===== src/hdl/tti_pkg.sv =====
// ----------------------------------------------------------------------------
// tti_pkg
// Shared types, character codes and helpers for the text to integer parser.
// ----------------------------------------------------------------------------
`default_nettype none

package tti_pkg;

    // default width of the internal character position counter
    localparam int POSITION_BITS_DEF = 16;

    // configuration register indexes
    localparam int CFG_INDEX_BITS = 1;
    localparam logic [CFG_INDEX_BITS-1:0] REG_RADIX         = 1'b0;
    localparam logic [CFG_INDEX_BITS-1:0] REG_UNSIGNED_MODE = 1'b1;
    localparam int CFG_DATA_BITS = 6;

    // reset value of the radix register
    localparam logic [5:0] RADIX_RESET = 6'd10;

    // bases picked by automatic detection
    localparam logic [5:0] BASE_DEC = 6'd10;
    localparam logic [5:0] BASE_OCT = 6'd8;
    localparam logic [5:0] BASE_HEX = 6'd16;
    localparam logic [5:0] BASE_AUTO = 6'd0;

    // character codes
    localparam logic [7:0] CHAR_SPACE = 8'h20;
    localparam logic [7:0] CHAR_TAB   = 8'h09;
    localparam logic [7:0] CHAR_CR    = 8'h0D;
    localparam logic [7:0] CHAR_MINUS = 8'h2D;
    localparam logic [7:0] CHAR_PLUS  = 8'h2B;
    localparam logic [7:0] CHAR_ZERO  = 8'h30;
    localparam logic [7:0] CHAR_NINE  = 8'h39;
    localparam logic [7:0] CHAR_UP_A  = 8'h41;
    localparam logic [7:0] CHAR_UP_Z  = 8'h5A;
    localparam logic [7:0] CHAR_LO_A  = 8'h61;
    localparam logic [7:0] CHAR_LO_Z  = 8'h7A;
    localparam logic [7:0] CHAR_UP_X  = 8'h58;
    localparam logic [7:0] CHAR_LO_X  = 8'h78;
    localparam logic [7:0] UP_LETTER_OFS = CHAR_UP_A - 8'd10;
    localparam logic [7:0] LO_LETTER_OFS = CHAR_LO_A - 8'd10;

    // result status codes
    typedef enum logic [1:0] {
        STATUS_NONE = 2'd0,
        STATUS_OK   = 2'd1,
        STATUS_OVF  = 2'd2
    } status_t;

    // input item
    typedef struct packed {
        logic [7:0] char_in;
        logic       last_char;
    } in_item_t;

    // result item
    typedef struct packed {
        logic [63:0] value;
        status_t     status;
        logic [15:0] consumed_count;
    } out_item_t;

    // decoded digit
    typedef struct packed {
        logic       ok;
        logic [5:0] val;
    } digit_t;

    // digit value of a character, letters give 10 to 35
    function automatic digit_t digit_value(input logic [7:0] c);
        digit_t     d;
        logic [7:0] diff;
        d    = '0;
        diff = '0;
        if (c >= CHAR_ZERO && c <= CHAR_NINE) begin
            diff = c - CHAR_ZERO;
            d.ok = 1'b1;
        end else if (c >= CHAR_UP_A && c <= CHAR_UP_Z) begin
            diff = c - UP_LETTER_OFS;
            d.ok = 1'b1;
        end else if (c >= CHAR_LO_A && c <= CHAR_LO_Z) begin
            diff = c - LO_LETTER_OFS;
            d.ok = 1'b1;
        end
        d.val = diff[5:0];
        return d;
    endfunction

    // saturation limit for the current sign and mode
    function automatic logic [63:0] limit_value(input logic umode, input logic neg);
        logic [63:0] lim;
        if (umode) begin
            lim = {64{1'b1}};
        end else if (neg) begin
            lim = {1'b1, 63'd0};
        end else begin
            lim = {1'b0, {63{1'b1}}};
        end
        return lim;
    endfunction

endpackage

`default_nettype wire


===== src/hdl/text_to_integer_parser.sv =====
// ----------------------------------------------------------------------------
// text_to_integer_parser
// Streaming ASCII to integer parser with saturation on overflow.
// ----------------------------------------------------------------------------
// One character is taken per clock, back to back: each character goes through
// one 64 by 6 bit multiply-add and a limit compare straight into the parse
// state registers, so the input rate is one item per cycle. The character that
// carries last_char ends the string; its result is registered in an output
// register and the parser is rearmed at once for the next string. The input
// stalls only while a result waits in the output register and out_ready is low.
// Leading whitespace and one sign are skipped, radix 0 or 16 takes a 0x prefix,
// and radix 0 picks octal after a leading zero. The radix is sampled on the
// first character of each string; unsigned_mode is used as it stands.
`default_nettype none

module text_to_integer_parser #(
    parameter int POSITION_BITS = tti_pkg::POSITION_BITS_DEF
) (
    input  wire logic                                clk,
    input  wire logic                                rst_n,
    // configuration
    input  wire logic                                cfg_wr_en,
    input  wire logic [tti_pkg::CFG_INDEX_BITS-1:0]  cfg_index,
    input  wire logic [tti_pkg::CFG_DATA_BITS-1:0]   cfg_data,
    // characters in
    input  wire logic                                in_valid,
    output logic                                     in_ready,
    input  wire tti_pkg::in_item_t                   in_item,
    // results out
    output logic                                     out_valid,
    input  wire logic                                out_ready,
    output tti_pkg::out_item_t                       out_item
);

    import tti_pkg::*;

    localparam int CNT_BITS = (POSITION_BITS > 16) ? POSITION_BITS : 16;

    typedef enum logic [5:0] {
        PH_SPACE  = 6'b000001,
        PH_FIRST  = 6'b000010,
        PH_ZERO   = 6'b000100,
        PH_PREFIX = 6'b001000,
        PH_DIGITS = 6'b010000,
        PH_DONE   = 6'b100000
    } phase_t;

    // configuration registers
    logic [5:0] radix_reg;
    logic       umode_reg;

    // parse state
    phase_t                   phase_reg, phase_next;
    logic                     neg_reg, neg_next;
    logic [63:0]              acc_reg, acc_next;
    status_t                  st_reg, st_next;
    logic [5:0]               base_reg, base_next;
    logic [POSITION_BITS-1:0] pos_reg, pos_next;
    logic [POSITION_BITS-1:0] end_reg, end_next;

    // result register
    logic        out_valid_reg, out_valid_next;
    logic [63:0] out_acc_reg;
    logic        out_neg_reg;
    logic        out_umode_reg;
    status_t     out_st_reg;
    logic [15:0] out_cnt_reg;

    // per character working values
    logic                     accept;
    logic [7:0]               c;
    digit_t                   dg;
    logic                     is_ws;
    logic [5:0]               eb;
    logic [5:0]               scan_base;
    status_t                  scan_st;
    logic [70:0]              prod;
    logic                     scan_hit;
    logic                     scan_ovf;
    logic                     take_first;
    logic                     scan_now;
    phase_t                   ph1;
    logic                     neg1;
    logic [63:0]              acc1;
    status_t                  st1;
    logic [5:0]               base1;
    logic [POSITION_BITS-1:0] end1;
    logic [POSITION_BITS-1:0] pos1;
    logic [POSITION_BITS-1:0] end2;
    status_t                  st2;
    logic [CNT_BITS-1:0]      cnt_ext;
    logic [15:0]              cnt16;

    // handshake
    assign accept    = in_valid && in_ready;
    assign in_ready  = !out_valid_reg || out_ready;
    assign out_valid = out_valid_reg;

    // configuration writes
    always_ff @(posedge clk or negedge rst_n)
    begin
        if (!rst_n)
        begin
            radix_reg <= RADIX_RESET;
            umode_reg <= 1'b0;
        end
        else if (cfg_wr_en)
        begin
            case (cfg_index)
                REG_RADIX:         radix_reg <= cfg_data;
                REG_UNSIGNED_MODE: umode_reg <= cfg_data[0];
                default:           ;
            endcase
        end
    end

    // character classes and the base in force for this character
    assign c     = in_item.char_in;
    assign dg    = digit_value(c);
    assign is_ws = (c == CHAR_SPACE) || (c >= CHAR_TAB && c <= CHAR_CR);
    assign eb    = (pos_reg == '0 && phase_reg == PH_SPACE) ? radix_reg : base_reg;

    // base used if this character is scanned as a digit
    always_comb
    begin
        case (phase_reg)
            PH_ZERO:             scan_base = (eb == BASE_AUTO) ? BASE_OCT : eb;
            PH_PREFIX, PH_DIGITS: scan_base = eb;
            default:             scan_base = (eb == BASE_AUTO) ? BASE_DEC : eb;
        endcase
    end

    // digit accumulate with overflow check against the limit
    assign scan_st  = (phase_reg == PH_ZERO) ? STATUS_OK : st_reg;
    assign prod     = 71'(acc_reg) * 71'(scan_base) + 71'(dg.val);
    assign scan_hit = dg.ok && (dg.val < scan_base);
    assign scan_ovf = (scan_st == STATUS_OVF) ||
                      (prod > 71'(limit_value(umode_reg, neg_reg)));

    // one character through the phase machine
    always_comb
    begin
        ph1        = phase_reg;
        neg1       = neg_reg;
        acc1       = acc_reg;
        st1        = st_reg;
        base1      = eb;
        end1       = end_reg;
        take_first = 1'b0;
        scan_now   = 1'b0;
        case (phase_reg)
            PH_SPACE:
            begin
                if (is_ws)
                begin
                    ph1 = PH_SPACE;
                end
                else if (c == CHAR_MINUS)
                begin
                    neg1 = 1'b1;
                    ph1  = PH_FIRST;
                end
                else if (c == CHAR_PLUS)
                begin
                    ph1 = PH_FIRST;
                end
                else
                begin
                    take_first = 1'b1;
                end
            end
            PH_FIRST:
            begin
                take_first = 1'b1;
            end
            PH_ZERO:
            begin
                if (c == CHAR_LO_X || c == CHAR_UP_X)
                begin
                    base1 = BASE_HEX;
                    ph1   = PH_PREFIX;
                end
                else
                begin
                    // the leading zero counts as a parsed digit
                    base1    = scan_base;
                    st1      = STATUS_OK;
                    scan_now = 1'b1;
                end
            end
            PH_PREFIX, PH_DIGITS:
            begin
                scan_now = 1'b1;
            end
            default:
            begin
                ph1 = phase_reg;
            end
        endcase

        // first significant character: a zero may open a prefix
        if (take_first)
        begin
            if ((eb == BASE_AUTO || eb == BASE_HEX) && c == CHAR_ZERO)
            begin
                ph1 = PH_ZERO;
            end
            else
            begin
                base1    = scan_base;
                scan_now = 1'b1;
            end
        end

        if (scan_now)
        begin
            ph1 = PH_DIGITS;
            if (!scan_hit)
            begin
                ph1  = PH_DONE;
                end1 = pos_reg;
            end
            else if (scan_ovf)
            begin
                st1 = STATUS_OVF;
            end
            else
            begin
                st1  = STATUS_OK;
                acc1 = prod[63:0];
            end
        end
    end

    // saturating position count
    assign pos1 = (pos_reg == '1) ? pos_reg : pos_reg + 1'b1;

    // end of string acts as a terminator that is never a digit
    assign end2 = (ph1 != PH_DONE) ? pos1 : end1;
    assign st2  = (ph1 == PH_ZERO) ? STATUS_OK : st1;

    // consumed count, saturated to 16 bits, zero when no digit was parsed
    assign cnt_ext = CNT_BITS'(end2);
    assign cnt16   = (st2 == STATUS_NONE) ? 16'd0 :
                     (cnt_ext > CNT_BITS'(16'hFFFF)) ? 16'hFFFF : cnt_ext[15:0];

    // next parse state: rearm after the last character
    always_comb
    begin
        phase_next = phase_reg;
        neg_next   = neg_reg;
        acc_next   = acc_reg;
        st_next    = st_reg;
        base_next  = base_reg;
        pos_next   = pos_reg;
        end_next   = end_reg;
        if (accept)
        begin
            if (in_item.last_char)
            begin
                phase_next = PH_SPACE;
                neg_next   = 1'b0;
                acc_next   = '0;
                st_next    = STATUS_NONE;
                base_next  = radix_reg;
                pos_next   = '0;
                end_next   = '0;
            end
            else
            begin
                phase_next = ph1;
                neg_next   = neg1;
                acc_next   = acc1;
                st_next    = st1;
                base_next  = base1;
                pos_next   = pos1;
                end_next   = end1;
            end
        end
    end

    // output valid flag
    always_comb
    begin
        if (accept && in_item.last_char)
        begin
            out_valid_next = 1'b1;
        end
        else if (out_ready)
        begin
            out_valid_next = 1'b0;
        end
        else
        begin
            out_valid_next = out_valid_reg;
        end
    end

    // control state
    always_ff @(posedge clk or negedge rst_n)
    begin
        if (!rst_n)
        begin
            phase_reg     <= PH_SPACE;
            neg_reg       <= 1'b0;
            acc_reg       <= '0;
            st_reg        <= STATUS_NONE;
            base_reg      <= RADIX_RESET;
            pos_reg       <= '0;
            end_reg       <= '0;
            out_valid_reg <= 1'b0;
        end
        else
        begin
            phase_reg     <= phase_next;
            neg_reg       <= neg_next;
            acc_reg       <= acc_next;
            st_reg        <= st_next;
            base_reg      <= base_next;
            pos_reg       <= pos_next;
            end_reg       <= end_next;
            out_valid_reg <= out_valid_next;
        end
    end

    // result payload
    always_ff @(posedge clk)
    begin
        if (accept && in_item.last_char)
        begin
            out_acc_reg   <= acc1;
            out_neg_reg   <= neg1;
            out_umode_reg <= umode_reg;
            out_st_reg    <= st2;
            out_cnt_reg   <= cnt16;
        end
    end

    // final value: saturate on overflow, else apply the sign
    always_comb
    begin
        if (out_st_reg == STATUS_OVF)
        begin
            out_item.value = limit_value(out_umode_reg, out_neg_reg);
        end
        else if (out_neg_reg)
        begin
            out_item.value = 64'd0 - out_acc_reg;
        end
        else
        begin
            out_item.value = out_acc_reg;
        end
        out_item.status         = out_st_reg;
        out_item.consumed_count = out_cnt_reg;
    end

endmodule

`default_nettype wire

===== config.mk =====
export PLATFORM = sky130hd
export DESIGN_NAME = text_to_integer_parser
export DESIGN_NICKNAME = d
export VERILOG_FILES = /design/src/hdl/tti_pkg.sv /design/src/hdl/text_to_integer_parser.sv
export SDC_FILE = /design/constraint.sdc
export NUM_CORES = 1
export LEC_CHECK = 0
export BUFFER_PORTS_ARGS = -buffer_cell sky130_fd_sc_hd__buf_4
export CAP_MARGIN = 5
export CORE_MARGIN = 4
export CORE_UTILIZATION = 40
export DETAILED_ROUTE_END_ITERATION = 7
export GPL_ROUTABILITY_DRIVEN = 0
export GPL_TIMING_DRIVEN = 0
export RECOVER_POWER = 25
export SYNTH_ARGS = -nofsm -noshare
export SYNTH_HDL_FRONTEND = slang
export SYNTH_SLANG_ARGS = --single-unit

===== constraint.sdc =====
create_clock -name clk -period 9.1 [get_ports clk]
set_input_delay 0.455 -clock clk [delete_from_list [all_inputs] [get_ports clk]]
set_output_delay 0.455 -clock clk [all_outputs]
set_load 0.05 [all_outputs]

## Word level (Yosys, flattened, before mapping)

Index checks and enable logic that the tools add are counted.

- Logic and storage cells: 137
- Output and inout port bits: 84
- Input port bits: 21
- Register bits: 203

- Multiplexer cells: 64
- Equal/unequal tests: 17
- Reductions and logical operators: 22
- $add $sub $neg: 6
- Bitwise operators: 1
- $lt $le $gt $ge: 11
- Multipliers: 1

Operators with widths:

| kind | count |
|---|---|
| 64-bit two-way mux | 10 |
| 6-bit two-way mux | 20 |
| 16-bit two-way mux | 7 |
| 70-bit by 6-bit adder with 71-bit output | 1 |
| 71-bit by 64-bit greater-than comparator with 1-bit output | 1 |
| 64-bit by 6-bit multiplier with 70-bit output | 1 |
| 1-bit by 64-bit subtractor with 64-bit output (first input constant) | 1 |
| 8-bit by 6-bit == test with 1-bit output (second input constant) | 4 |
| 6-bit case mux with 2 select lines | 2 |
| 16-bit by 1-bit adder with 16-bit output (second input constant) | 1 |
| 16-bit == test (second input constant) | 1 |
| 8-bit by 7-bit == test with 1-bit output (second input constant) | 2 |
| 8-bit by 7-bit greater-or-equal comparator with 1-bit output (second input constant) | 2 |
| 16-bit greater-than comparator (second input constant) | 1 |
| 8-bit by 7-bit <= comparator with 1-bit output (second input constant) | 2 |
| 16-bit logical NOT | 1 |
| 2-bit two-way mux | 8 |
| 1-bit two-way mux | 15 |
| 6-bit by 3-bit == test with 1-bit output (second input constant) | 2 |
| 6-bit by 5-bit == test with 1-bit output (second input constant) | 2 |
| 6-bit subtractor (second input constant) | 2 |
| 1-bit logical AND | 9 |
| 8-bit by 4-bit greater-or-equal comparator with 1-bit output (second input constant) | 1 |
| 8-bit by 6-bit greater-or-equal comparator with 1-bit output (second input constant) | 1 |
| 18 further kinds | 25 |

## Depth between registers and ports, before layout

- Depth after elaboration: 15
- Gate-level depth with buffers: 47
- Gate-level depth less buffers: 43

## Least setup slack after synthesis

No wires, ideal clock.

- Kind: register -> register
- Start point: register phase_reg[0]
- End point: register out_acc_reg[56], data pin
- Period minus slack after synthesis: 9.573 ns
- Setup time: 0.262 ns
- Buffers on the path: 5
- Setup slack: -0.473 ns
- Stages on the path, launching flop included: 44
- Data required time: 8.838 ns
- Arrival time: 9.311 ns
- Cells stage by stage: dfstp_2 nor4b_1 nand2_1 or2_2 clkbuf_1 a21o_1 inv_1 o211ai_1 o21ai_0 clkbuf_1 clkbuf_1 nand2_1 fa_1 fa_1 inv_1 fa_1 inv_1 fa_1 (+8 left out) o21bai_1 a21oi_1 o21ai_0 xnor2_1 inv_1 ha_1 and4_1 nand3_1 nor3_1 nand3_1 o22ai_1 a31o_2 o41ai_1 a2111oi_2 nor4b_4 buf_4 buf_6 mux2_1

- Cells in the longest elaborated chain, start to end: 13
- Elaborated cells on any way between the ends: 30
- Classes of those cells: add/sub: 1; mul: 1; order compare: 2; eq/ne: 7; mux: 12; reduce/logical: 7

RTL lines:

| element | line | source |
|---|---|---|
| start: declaration | text_to_integer_parser.sv:53 | `phase_t phase_reg, phase_next;` |
| start signal: assignment | text_to_integer_parser.sv:315 | `phase_reg <= phase_next;` |
| 6-bit by 1-bit == test with 1-bit output | text_to_integer_parser.sv:121, text_to_integer_parser.sv:151 |  |
| 1-bit logical AND | text_to_integer_parser.sv:121 | `assign eb = (pos_reg == '0 && phase_reg == PH_SPACE) ? radix_reg : base_reg;` |
| 6-bit two-way mux | text_to_integer_parser.sv:121 |  |
| 6-bit logical NOT | text_to_integer_parser.sv:127, text_to_integer_parser.sv:129, text_to_integer_parser.sv:204 |  |
| 6-bit two-way mux, on equally long branches | text_to_integer_parser.sv:129, text_to_integer_parser.sv:127 |  |
| 6-bit case mux with 2 select lines | text_to_integer_parser.sv:126 | `case (phase_reg)` |
| 64-bit by 6-bit multiplier with 70-bit output | text_to_integer_parser.sv:135 | `assign prod = 71'(acc_reg) * 71'(scan_base) + 71'(dg.val);` |
| 70-bit by 6-bit adder with 71-bit output | text_to_integer_parser.sv:135 |  |
| 71-bit by 64-bit greater-than comparator with 1-bit output | text_to_integer_parser.sv:138 | `(prod > 71'(limit_value(umode_reg, neg_reg)));` |
| 1-bit logical OR | text_to_integer_parser.sv:137 | `assign scan_ovf = (scan_st == STATUS_OVF) \|\|` |
| 64-bit two-way mux | text_to_integer_parser.sv:223 | `else if (scan_ovf)` |
| 64-bit two-way mux | text_to_integer_parser.sv:218 | `if (!scan_hit)` |
| 64-bit two-way mux (*) | text_to_integer_parser.sv:215 | `if (scan_now)` |
| named net acc1[56] | text_to_integer_parser.sv:84 | `logic [63:0] acc1;` |
| end signal: assignment | text_to_integer_parser.sv:331 | `out_acc_reg <= acc1;` |
| end: declaration | text_to_integer_parser.sv:63 | `logic [63:0] out_acc_reg;` |

Mark *: on every way through the listed nets, which the timed path passes. The rest lies on a longest branch.
A chain may end at the register's enable or synchronous reset.

## Final worst setup path

- Start point: register pos_reg[1]
- End point: register out_acc_reg[57], data pin

- Cells in the longest elaborated chain, start to end: 13
- Elaborated cells on any way between the ends: 21
- Classes of those cells: add/sub: 1; mul: 1; order compare: 2; eq/ne: 1; mux: 9; reduce/logical: 7

RTL lines:

| element | line | source |
|---|---|---|
| start: declaration | text_to_integer_parser.sv:58 | `logic [POSITION_BITS-1:0] pos_reg, pos_next;` |
| start signal: assignment | text_to_integer_parser.sv:320 | `pos_reg <= pos_next;` |
| 16-bit logical NOT (*) | text_to_integer_parser.sv:121 |  |
| 1-bit logical AND (*) | text_to_integer_parser.sv:121 |  |
| 6-bit two-way mux (*) | text_to_integer_parser.sv:121 |  |
| 6-bit logical NOT | text_to_integer_parser.sv:127, text_to_integer_parser.sv:129, text_to_integer_parser.sv:204 |  |
| 6-bit two-way mux, on equally long branches | text_to_integer_parser.sv:129, text_to_integer_parser.sv:127 |  |
| 6-bit case mux with 2 select lines | text_to_integer_parser.sv:126 |  |
| 64-bit by 6-bit multiplier with 70-bit output | text_to_integer_parser.sv:135 |  |
| 70-bit by 6-bit adder with 71-bit output | text_to_integer_parser.sv:135 |  |
| 71-bit by 64-bit greater-than comparator with 1-bit output | text_to_integer_parser.sv:138 |  |
| 1-bit logical OR | text_to_integer_parser.sv:137 |  |
| 64-bit two-way mux | text_to_integer_parser.sv:223 |  |
| 64-bit two-way mux | text_to_integer_parser.sv:218 |  |
| 64-bit two-way mux (*) | text_to_integer_parser.sv:215 |  |
| named net acc1[57] | text_to_integer_parser.sv:84 |  |

Marks and branches as above.

==> results.txt <==
worst min path class: in -> reg
CP peak stage delay: 0.82 ns
Final Hold Vio Count: 0
highest-count cells in the layout ignoring fill and taps: nand2_1 (287), and2_1 (284), fa_1 (252)
share of cells above drive strength 1: 0.173
clk slew on worst S/H paths: 0.07 ns
Cell Area, Synth: 0.0267 mm²
initial antenna violation count: 2
Initial Utilization: 0.404
Filler cells: 6133
H-tree depth: 1
Area growth syn-to-layout: 19.4%
metal3 WL: 7.51 mm
Die Ht: 266 µm
ys async rst share: 0.586
FF-to-FF path depth: 41
Synth cell types: 95
Die X: 266 µm
Critical-path top delay cell: nor3_1
Syn Area/Cell: 9.07 µm²
Row Count: 94
vias in the first global route: 24600
Hold Path Cell Cnt: 3
post-route setup slack: -1.05 ns
critical path class: reg -> reg
sequential fraction of the synthesis area: 0.206
Required @ worst endpoint: 9.38 ns
DR vias: 24800
Setup crit end kind: register
Final min period: 10.15 ns
remaining global-route overflow: 0
worst vdd ir: 0.148 mV
pins over their slew limit: 122
Post-DRT Antenna Nets: 0
Core Box Area: 0.0660 mm²
Metal-1 WL: 39.0 mm
Clk Latency, worst-skew pair: 0.55 ns
area occupied by multi-input gates: 0.0210 mm²
largest net degree at the start of global routing: 92
drt first-iter violations: 2228
WHS: 0.124 ns
RSZ-0062 raised after global routing: yes
DR vias/cell: 6.13
TritonRoute pass-1 iters: 8
DRC viols: 1
Total Routing Usage GR: 0.253
pwr/cell area: 122 mW/mm²
max cap viols: 2
post-layout util: 0.483
WL final: 93.5 mm
clk_skew: 0.0128 ns
WL/cell: 23.1 µm
worst path arrival time: 10.43 ns
Slew headroom: -2.44
full die area: 0.0709 mm²
met2 wire length: 42.0 mm
maximum clock path buffer count: 3
failing checks: DRC, capacitance limit, slew limit, setup timing
Final setup viols: 132
CTS tree: done
I/O pin cnt: 105
synthesized netlist cell count: 2942
Yosys Warn Count: 0
HPWL Detailed: 71.4 mm
Num CTS Buffers: 23
register bit total from synthesis: 203
worst slew pin tran: 5.16 ns
startpoint class of the critical path: register
most common cell after layout, fill and taps aside: nand2_1
Main synth FF type: dfrtp_1
CTS root buf: clkbuf_16
Critical Path Fanout Max: 7
EDFF count, synth: 84
CTS sink cnt: 203
status: finished with violations
leakage: 15.2 nW
Total Nets Final: 3667
DR top layer: met4
Register Area: 0.00552 mm²
first-pass GRT wire length: 143 mm
PortBufs: 104
fin crit share: 1.12
Peak Freq: 98.5 MHz
syn nets: 3446
## final cells by class
type                    instances  share of cell area
plain buffers                 145              0.0292
well taps                     864              0.0339
clock buffers                  28              0.0196
inverters                     160              0.0189
multi-input cells            2409               0.658
clock inverters                13             0.00338
flip-flops and latches        203               0.173
diodes                          2            0.000157
repair buffers                221              0.0633
## worst paths after layout
| check | startpoint | to | slack (ns) |
|---|---|---|---|
| max | pos_reg[1]$_DFFE_PN0P_ | out_acc_reg[57]$_DFFE_PP_ | -1.05 |
| min | cfg_data[4] | radix_reg[4]$_DFFE_PN0P_ | 0.12 |
| max reg2reg | pos_reg[1]$_DFFE_PN0P_ | out_acc_reg[57]$_DFFE_PP_ | -1.05 |
| min reg2reg | end_reg[15]$_DFFE_PN0P_ | end_reg[15]$_DFFE_PN0P_ | 0.49 |
| max in group asynchronous | rst_n | pos_reg[7]$_DFFE_PN0P_ | 1.92 |
| min in group asynchronous | rst_n | acc_reg[31]$_DFFE_PN0P_ | 1.00 |
## Yosys cell counts, types with 17 or more instances
cell type / instances / share of area
inv_1: 158 / 0.022
nand2b_1: 22 / 0.0052
a32o_1: 61 / 0.023
fa_1: 252 / 0.19
dfrtp_1: 114 / 0.11
or4_1: 17 / 0.0048
o21ai_0: 148 / 0.028
xor2_1: 30 / 0.0099
ha_1: 231 / 0.11
and2_1: 285 / 0.067
nor2b_1: 19 / 0.0045
nand2_1: 297 / 0.042
nor3_1: 49 / 0.0092
nor2_1: 141 / 0.020
clkbuf_1: 136 / 0.019
o21bai_1: 22 / 0.0062
nand4_1: 44 / 0.010
or3_1: 30 / 0.0070
a31oi_1: 21 / 0.0049
nand3_1: 44 / 0.0083
and3_1: 24 / 0.0056
a21oi_1: 183 / 0.034
a21o_1: 47 / 0.013
a211oi_1: 43 / 0.012
mux2_2: 56 / 0.024
o211ai_1: 21 / 0.0059
edfxtp_1: 84 / 0.095
nor4_1: 18 / 0.0042
xnor2_1: 38 / 0.012
a22oi_1: 25 / 0.0070
## metal layers
layer / vias to the layer above / global-route usage
met1: 12500 / 0.349
met2: 1132 / 0.399
met4: 0 / 0.105
met3: 220 / 0.0393
met5: - / 0
li1: 11000 / -
## worst max-delay path, delay by kind of cell (launching register included)
family | cells | cell delay [ns]
compound gates | 9 | 1.85
xor+xnor | 1 | 0.49
fa+ha+maj | 7 | 2.44
buf+inv | 12 | 1.57
flops | 1 | 0.40
mux | 1 | 0.34
simple gates | 11 | 2.76
## cells by family (layout without fill, tap and decap cells)
kind of cell / Yosys count / after routing / share of synthesized area
xor gates and xnor gates: 68 / 68 / 0.0223
buffers and inverters: 331 / 567 / 0.0480
muxes: 84 / 84 / 0.0349
adders and majority gates: 483 / 483 / 0.298
DFF: 203 / 203 / 0.206
and+or+nand+nor: 1046 / 1046 / 0.206
other: 0 / 2 / 0
AOI/OAI and AO/OA: 727 / 728 / 0.185
## stage by stage
step / TNS [ns] / setup slack (ns) / total power (W) / area, µm² / instances
final: -128.17 / -1.05 / 0.00389 / 31800 / 4045
after global routing: -150.92 / -1.18 / 0.00405 / 31800 / 4043
after CTS: -101.26 / -0.826 / 0.00379 / 30900 / 4007
after detailed placement: -449.22 / -3.55 / 0.00263 / 28700 / 3914
after global placement: -444.64 / -3.49 / 0.00261 / 28600 / 3910
after floorplan: 0 / 0.00248 / 0.00198 / 26700 / 2942
## power by group
group          switching (W)  total (W)  internal (W)  leakage [nW]
Sequential         0.0000592    0.00108       0.00102          2.41
Combinational        0.00129    0.00189      0.000600          12.4
Clock               0.000407   0.000927      0.000521         0.357
Total                0.00175    0.00389       0.00214          15.2
## repair_timing
item	in CTS	in global routing
resized for setup	247	127
setup buffers	67	31
gates cloned	6	8
hold buffers	1	0
setup endpoints to repair	132	132
hold endpoints to repair	28	0
pin swaps	64	46
(Power assumes the default switching activity.)
